**config.mk**
```make
export PLATFORM = sky130hd
export DESIGN_NAME = tmh_ram
export DESIGN_NICKNAME = d
export VERILOG_FILES = /design/src/rtl/tmh_ram.sv
export SDC_FILE = /design/constraint.sdc
export NUM_CORES = 1
export LEC_CHECK = 0
export ABC_AREA = 1
export BUFFER_PORTS_ARGS = -buffer_cell sky130_fd_sc_hd__buf_4
export CAP_MARGIN = 25
export CORE_ASPECT_RATIO = 1.5
export CORE_UTILIZATION = 40
export DETAILED_ROUTE_END_ITERATION = 8
export SLEW_MARGIN = 0
export SYNTH_ARGS = -nofsm -noshare
export SYNTH_HDL_FRONTEND = slang
export SYNTH_SLANG_ARGS = --single-unit
```
**constraint.sdc**
```tcl
create_clock -name clock -period 1.4 [get_ports clock]
set_clock_uncertainty 0.2 [all_clocks]
set_input_delay 0.35 -clock clock [delete_from_list [all_inputs] [get_ports clock]]
set_output_delay 0.35 -clock clock [all_outputs]
set_load 0.005 [all_outputs]
```
**src/rtl/tmh_ram.sv**
```systemverilog
`default_nettype none
// ---------------------------------------------------------------------------
// tmh_ram
// Generic single-write, single-read synchronous RAM with registered read.
// ---------------------------------------------------------------------------
module tmh_ram #(
   parameter int WIDTH = 8,
   parameter int DEPTH = 16
) (
   input  wire logic                     clock,
   input  wire logic                     we,
   input  wire logic [$clog2(DEPTH)-1:0] waddr,
   input  wire logic [WIDTH-1:0]         wdata,
   input  wire logic [$clog2(DEPTH)-1:0] raddr,
   output logic      [WIDTH-1:0]         rdata
);

   logic [WIDTH-1:0] mem [DEPTH];

   always_ff @(posedge clock) begin
      if (we) begin
         mem[waddr] <= wdata;
      end
      rdata <= mem[raddr];
   end

endmodule
`default_nettype wire

```
==> insert_results.sql, run 1 <==
INSERT INTO impl_metrics (metric_group, metric, value, unit) VALUES
('detailed_routing', 'wire_per_inst', '16.8', 'um'),
('timing', 'fmaxAchievable', '0.712', 'GHz'),
('worst_setup_path', 'crit_path_top_delay_cell', 'dfxtp_2', ''),
('yosys', 'yosys_warnings', '0', ''),
('yosys', 'mappedNetlistNets', '569', ''),
('worst_setup_path', 'critical_path_class', 'flop to output port', ''),
('die', 'die_y', '149', 'um'),
('global_routing', 'grt_usage', '0.193', ''),
('global_routing', 'grt_pass1_vias', '3769', ''),
('status', 'failing_checks', 'negative setup slack', ''),
('pwr', 'power.static_leakage', '3.04', 'nW'),
('global_routing', 'grt_start_max_net_pins', '40', ''),
('clocking', 'clockRootBuffer', 'clkbuf_16', ''),
('pwr', 'seq_power_share', '0.470', ''),
('clocking', 'clk_pin_slew', '0.06', 'ns'),
('clocking', 'htreeDepth', '4', ''),
('clocking', 'clock-sinks', '136', ''),
('global_routing', 'grt_first_pass_wirelength', '20600', 'um'),
('die', 'design.portCount', '26', ''),
('clocking', 'postCtsSetupBuffers', '0', ''),
('timing', 'finalSetupViolCount', '1', ''),
('yosys', 'netlist_top_cells_count', '173 x nand2_1, 128 x edfxtp_1, 100 x inv_1, 97 x nand3_1, 17 x nor2_1', ''),
('detailed_routing', 'route.antenna.remaining_nets', '0', ''),
('detailed_routing', 'first_pass_iters', '5', ''),
('pwr', 'clkPwrFrac', '0.462', ''),
('finish', 'finalNonFillerCells', '811', ''),
('status', 'outcome', 'complete, but fails checks', ''),
('detailed_routing', 'routed_wirelength', '13600', 'um'),
('worst_setup_path', 'worstRegToRegCells', '6', ''),
('pwr', 'sw_frac_of_total', '0.221', ''),
('yosys', 'synth-seq-area-share', '0.694', ''),
('clocking', 'cts_made_buffers', '17', ''),
('timing', 'grt_setup_unrepaired', 'true', ''),
('die', 'core_area', '14100', 'um2'),
('global_routing', 'grt-ovfl-total', '0', ''),
('finish', 'final-seq-area', '4010', 'um2'),
('yosys', 'yosysUniqueCellTypes', '12', ''),
('pwr', 'pwr_density_cell', '1380', 'nW/um2'),
('clocking', 'clk-insertion-delay-late', '0.42', 'ns'),
('worst_setup_path', 'worst_setup_path_end_kind', 'output port', ''),
('die', 'die_width', '100', 'um'),
('worst_setup_path', 'crit_fanout', '1', ''),
('yosys', 'syn-cell-area', '5770', 'um2'),
('timing', 'worst_slack', '-0.00444', 'ns'),
('place', 'routabilityCongestion', '0.893', ''),
('detailed_routing', 'dr.first_iter.drc_count', '246', ''),
('finish', 'multi_input_area', '1230', 'um2'),
('yosys', 'synth.ff_latch_count', '136', ''),
('worst_setup_path', 'critical-path-max-stage-delay', '0.33', 'ns'),
('pwr', 'worst_ir_drop_vdd', '661', 'uV'),
('worst_setup_path', 'timing.rr.start', 'mem[9][3]$_DFFE_PP_', ''),
('yosys', 'post_synth.cell_area_avg', '10.5', 'um2'),
('global_routing', 'antenna_found_initial', '0', ''),
('die', 'start_util', '0.410', ''),
('yosys', 'synth_most_common_cell', 'nand2_1', ''),
('detailed_routing', 'route.vias.total', '3837', ''),
('worst_setup_path', 'reg2reg_to', 'rdata[3]$_DFF_P_', ''),
('place', 'number_of_buffers_inserted_by_port_buffering', '25', ''),
('worst_setup_path', 'crit_path_start_kind', 'flop', ''),
('timing', 'worst_slew_margin_rel', '0.811', ''),
('pwr', 'comb_power_share', '0.068', ''),
('finish', 'area.growth.synth_to_final', '22.4', '%'),
('timing', 'layout_worst_path_cycle_share', '1.00', ''),
('place', 'cell_count_after_placement', '779', ''),
('yosys', 'synth_flop_cell', 'edfxtp_1', ''),
('die', 'die-area', '14900', 'um2'),
('finish', 'final_layout_size_suffix_gt1_frac', '0.173', ''),
('clocking', 'tritoncts', 'done', ''),
('yosys', 'post-synth-top-area-fraction', '0.667', ''),
('worst_setup_path', 'r2r_slack', '0.17', 'ns'),
('min_path', 'hold_start', 'wdata[7]', '');
[sequential cells by signal, indices dropped and copies added, names as in the netlist]
signal / count
rdata: 8
mem: 128
[cells in the final DEF (no fill, tap or decap), drive strengths merged]
cell type	synthesis	routed
nand2	173	173
nand3	97	97
clkinvlp	0	5
buf	24	60
bufinv	0	3
nand3b	2	2
clkinv	0	4
inv	102	105
edfxtp	128	128
clkbuf	0	17
dfxtp	8	8
nor2	17	17
[power groups by stage]
stage                     combinational [W]  sequential (W)  clock (W)
final                              0.000659         0.00459    0.00451
after global routing               0.000721         0.00460    0.00471
after CTS                          0.000662         0.00459    0.00456
after detailed placement           0.000647         0.00467          0
after global placement             0.000636         0.00466          0
after floorplan                    0.000324         0.00466          0
[stage by stage]
stage	power, W	instance area [um2]
floorplan	0.00499	5780
global placement	0.00530	6420
detailed placement	0.00531	6420
CTS	0.00981	7050
global route	0.0100	7060
finish	0.00976	7060
[worst max path at each step]
stage                     startpoint                    to  slack [ns]  depth (start not counted)
finish              rdata[7]$_DFF_P_              rdata[7]      -0.004                          1
global route        rdata[6]$_DFF_P_              rdata[6]       -0.02                          1
CTS                 rdata[7]$_DFF_P_              rdata[7]       -0.02                          1
detailed placement          raddr[0]      rdata[0]$_DFF_P_       -0.26                          8
global placement            raddr[0]      rdata[6]$_DFF_P_       -0.25                          9
floorplan                   waddr[2]  mem[10][0]$_DFFE_PP_       -0.10                          2
[area by class of cell]
type                       instances  area share
sequential                       136       0.568
multi-input combinational        289       0.174
timing repair buffer              60      0.0840
clock buffer                      17      0.0603
inverter                         102      0.0542
tap                              192      0.0340
clock inverter                    15      0.0250
[metal layers]
layer | part of all wire | wire length (um) | vias up | GRT usage
li1 | - | - | 1884 | -
met1 | 0.39 | 5340 | 1807 | 0.213
met2 | 0.52 | 7120 | 110 | 0.347
met3 | 0.036 | 496 | 36 | 0.0328
met4 | 0.048 | 651 | 0 | 0.112
met5 | 0 | 0 | - | 0
[cell families after synthesis]
group / count (synthesis) / synth area share
AND/OR/NAND/NOR: 289 / 0.210
buffers and inverters: 126 / 0.0952
flip-flops: 136 / 0.694
(Power assumes the default switching activity.)
==> run 2, diff against run 1 <==
--- a/config.mk
+++ b/config.mk
@@ -5,7 +5,6 @@
 export SDC_FILE = /design/constraint.sdc
 export NUM_CORES = 1
 export LEC_CHECK = 0
-export ABC_AREA = 1
 export BUFFER_PORTS_ARGS = -buffer_cell sky130_fd_sc_hd__buf_4
 export CAP_MARGIN = 25
 export CORE_ASPECT_RATIO = 1.5
==> run 2 against run 1 <==
Compared with the run above: the run still ends with negative setup slack left; core utilization increased by 3.5 points; count of clock-buffer cells in the layout increased by 1; power increased by 5.9%; synthesized cell count decreased by 58%; sequential share of layout area increased by 2.8 points; worst hold slack got worse by 0.038 ns; critical path type is now flop to flop; largest cell class unchanged.
==> insert_results.sql, run 2 <==
INSERT INTO impl_metrics (metric_group, metric, value, unit) VALUES
('clocking', 'max-clock-path-buffers', '2', ''),
('finish', 'insertedDiodeCount', '0', ''),
('detailed_routing', 'routed_wirelength', '9430', 'um'),
('min_path', 'min_delay_worst_endpoint', 'mem[7][7]$_DFFE_PP_', ''),
('yosys', 'synth-seq-area-share', '0.778', ''),
('worst_setup_path', 'worst_setup_path_end_kind', 'flop', ''),
('yosys', 'synth.ff_latch_count', '136', ''),
('die', 'die_width', '94.6', 'um'),
('die', 'rows', '50', ''),
('place', 'worst_slack_at_placement', '-0.521', 'ns'),
('finish', 'most_common_library_cell_in_the_layout_ignoring_fill_and_taps', 'edfxtp_1', ''),
('clocking', 'cts_made_buffers', '17', ''),
('clocking', 'htreeDepth', '4', ''),
('min_path', 'min_delay_path_depth', '1', ''),
('yosys', 'syn-cell-area', '5150', 'um2'),
('die', 'start_util', '0.411', ''),
('clocking', 'clk-insertion-delay-late', '0.41', 'ns'),
('yosys', 'synth-edff-count', '128', ''),
('yosys', 'netlist_top_cells_count', '128 x edfxtp_1, 18 x mux4_2, 16 x a22oi_1, 14 x mux4_1, 13 x nor2_1', ''),
('worst_setup_path', 'critical_path_class', 'flop to flop', ''),
('finish', 'num-nets-final', '314', ''),
('detailed_routing', 'route.antenna.remaining_nets', '0', ''),
('global_routing', 'grt_first_pass_wirelength', '14800', 'um'),
('status', 'failing_checks', 'negative setup slack', ''),
('detailed_routing', 'route.vias.total', '2425', ''),
('worst_setup_path', 'cp.buffers_inverters', '0', ''),
('worst_setup_path', 'worstRegToRegCells', '3', ''),
('global_routing', 'grt_usage', '0.159', ''),
('yosys', 'syn_inst', '229', ''),
('yosys', 'yosysUniqueCellTypes', '19', ''),
('place', 'number_of_buffers_inserted_by_port_buffering', '25', ''),
('timing', 'worst_slew_margin_rel', '0.458', ''),
('worst_setup_path', 'crit_path_top_delay_cell', 'mux4_2', ''),
('timing', 'post-route-min-period', '1.47', 'ns'),
('clocking', 'cts_hold_buffers', '0', ''),
('place', 'hpwlAfterDp', '6510', 'um'),
('timing', 'worst_slack', '-0.0684', 'ns'),
('clocking', 'clockRootBuffer', 'clkbuf_16', ''),
('timing', 'layout_worst_path_cycle_share', '1.05', ''),
('timing', 'slew_viol_final', '0', ''),
('finish', 'largest_reg_flops', '128', ''),
('detailed_routing', 'first_pass_iters', '4', ''),
('timing', 'hold_viol_final', '0', ''),
('detailed_routing', 'dr.first_iter.drc_count', '134', ''),
('finish', 'top_register', 'mem', ''),
('finish', 'final_layout_size_suffix_gt1_frac', '0.476', ''),
('timing', 'finalSetupViolCount', '8', ''),
('clocking', 'clock-sinks', '136', ''),
('global_routing', 'antenna_found_initial', '0', ''),
('worst_setup_path', 'reg2reg_to', 'rdata[3]$_DFF_P_', ''),
('worst_setup_path', 'cp_data_required_time', '1.50', 'ns'),
('place', 'routabilityCongestion', '0.722', ''),
('finish', 'layout_top_registers', 'mem: 128 flops, rdata: 8 flops', ''),
('yosys', 'async_flop_share', '0', ''),
('timing', 'worstMarginPinSlew', '0.811', 'ns'),
('worst_setup_path', 'worstPathCellList', 'mux4_2, a22oi_2, nand2_1', ''),
('detailed_routing', 'wire_per_inst', '20.3', 'um'),
('die', 'die_y', '141', 'um'),
('finish', 'layout_common_cells', '128 x edfxtp_1, 35 x buf_4, 31 x mux4_2, 18 x buf_12, 17 x clkbuf_16', ''),
('global_routing', 'grt_pass1_vias', '2630', ''),
('detailed_routing', 'drcViolationCount', '0', ''),
('worst_setup_path', 'r2r_slack', '-0.07', 'ns'),
('timing', 'grt_setup_unrepaired', 'true', ''),
('worst_setup_path', 'timing.rr.start', 'mem[2][3]$_DFFE_PP_', ''),
('die', 'design.portCount', '26', ''),
('yosys', 'synth_most_common_cell', 'edfxtp_1', ''),
('worst_setup_path', 'worst_ep_arrival_time', '1.57', 'ns'),
('min_path', 'hold_path_class', 'input pin to flop', ''),
('clocking', 'postCtsSetupBuffers', '0', ''),
('worst_setup_path', 'crit_fanout', '1', ''),
('finish', 'area.growth.synth_to_final', '30.7', '%'),
('global_routing', 'grt_start_max_net_pins', '17', ''),
('worst_setup_path', 'crit_path_start_kind', 'flop', ''),
('pwr', 'power.total', '0.0103', 'W'),
('clocking', 'clk_pin_slew', '0.06', 'ns'),
('timing', 'fmaxAchievable', '0.681', 'GHz'),
('min_path', 'hold_start', 'wdata[7]', ''),
('worst_setup_path', 'cp_top_family', 'multiplexers', ''),
('pwr', 'pwr_density_cell', '1540', 'nW/um2'),
('yosys', 'post_synth.cell_area_avg', '22.5', 'um2'),
('flow_run', 'drv_cap', '0', ''),
('worst_setup_path', 'critical-path-max-stage-delay', '0.49', 'ns'),
('global_routing', 'grt-ovfl-total', '0', ''),
('die', 'core_area', '12500', 'um2'),
('pwr', 'power.static_leakage', '2.25', 'nW'),
('detailed_routing', 'avgViaCountPerCell', '5.22', ''),
('yosys', 'synthDominantAreaCellType', 'edfxtp_1', ''),
('yosys', 'yosys-top-cells-area', 'edfxtp_1 75%, mux4_2 7.9%, mux4_1 7.1%, dfxtp_1 3.1%, a22oi_1 2.3%', ''),
('yosys', 'synth_flop_cell', 'edfxtp_1', ''),
('yosys', 'mappedNetlistNets', '247', ''),
('status', 'outcome', 'complete, but fails checks', ''),
('clocking', 'tritoncts', 'done', ''),
('yosys', 'yosys_warnings', '0', ''),
('yosys', 'post-synth-top-area-fraction', '0.747', ''),
('pwr', 'worst_ir_drop_vdd', '811', 'uV'),
('die', 'die-area', '13300', 'um2');
-- run 2: cell count changes in the layout (fill, tap and decap cells not counted), moves of 4 or more --
cell / delta
a22oi_1: +10
a22oi_2: +6
buf_12: +9
buf_4: -8
bufinv_16: +4
inv_1: -100
mux4_2: +31
nand2_1: -164
nand3_1: -96
nor2_1: -8
nor2_4: +5
nor3_4: +4
-- run 2: worst max-delay path by stage --
stage                          end  slack, ns                 start  depth (start not counted)
4_1_cts           rdata[6]$_DFF_P_      -0.07   mem[3][6]$_DFFE_PP_                          3
2_1_floorplan  mem[0][0]$_DFFE_PP_      -0.25              waddr[2]                          2
6_report          rdata[3]$_DFF_P_      -0.07   mem[2][3]$_DFFE_PP_                          3
5_1_grt           rdata[0]$_DFF_P_      -0.13  mem[10][0]$_DFFE_PP_                          3
3_5_place_dp      rdata[1]$_DFF_P_      -0.52              raddr[0]                          5
3_3_place_gp      rdata[1]$_DFF_P_      -0.51              raddr[0]                          5
-- run 2: final cells by class --
class                   count  area (um2)
clock buffers              18         439
well taps                 156         195
fillers                   973        5780
flip-flops and latches    136        4010
multi-input cells          83        1140
repair buffers             58         679
clock inverters            14         268
-- run 2: cells by family after synthesis --
| family | count (synthesis) | synth area share |
|---|---|---|
| compound gates | 16 | 0.0233 |
| buf+inv | 10 | 0.0168 |
| flops | 136 | 0.778 |
| mux | 32 | 0.150 |
| simple gates | 35 | 0.0318 |
-- run 2: through the flow --
stage	setup TNS, ns	instance area (um2)	hold WS, ns	instances	util
after floorplan	-17.06	5230	0.249	229	-
after CTS	-0.436	6710	0.0347	465	0.537
final	-0.298	6730	0.0492	465	0.538
after global placement	-40.71	5970	0.441	433	0.477
after global routing	-0.800	6730	0.0492	465	0.538
after detailed placement	-42.80	5970	0.457	433	0.477
-- run 2: per-layer routing --
| metal | vias up | track usage | part of all wire | wire (um) |
|---|---|---|---|---|
| met4 | 0 | 0.0837 | 0.020 | 192 |
| met1 | 1247 | 0.180 | 0.37 | 3490 |
| met3 | 17 | 0.0334 | 0.042 | 399 |
| met5 | - | 0 | 0 | 0 |
| li1 | 1096 | - | - | - |
| met2 | 65 | 0.278 | 0.57 | 5350 |
-- run 2: power by group --
part	leakage, nW	switching [W]	internal (W)
combinational	0.688	0.000260	0.000285
clock	0.333	0.00163	0.00358
sequential	1.22	0.0000299	0.00456
total	2.25	0.00192	0.00842
-- run 2: repair_timing --
| action | in CTS | in global routing |
|---|---|---|
| pin swaps | 1 | 1 |
| endpoints found under the setup margin | 13 | 16 |
| gates resized for setup | 12 | 4 |
| hold endpoints to repair | 0 | 0 |
| cloned | 0 | 0 |
-- run 2: worst register-to-register path, delay by kind of cell, from the launching register on --
kind	cells	cell delay, ns
AOI/OAI and AO/OA	1	0.21
DFF	1	0.39
muxes	1	0.49
and+or+nand+nor	1	0.07
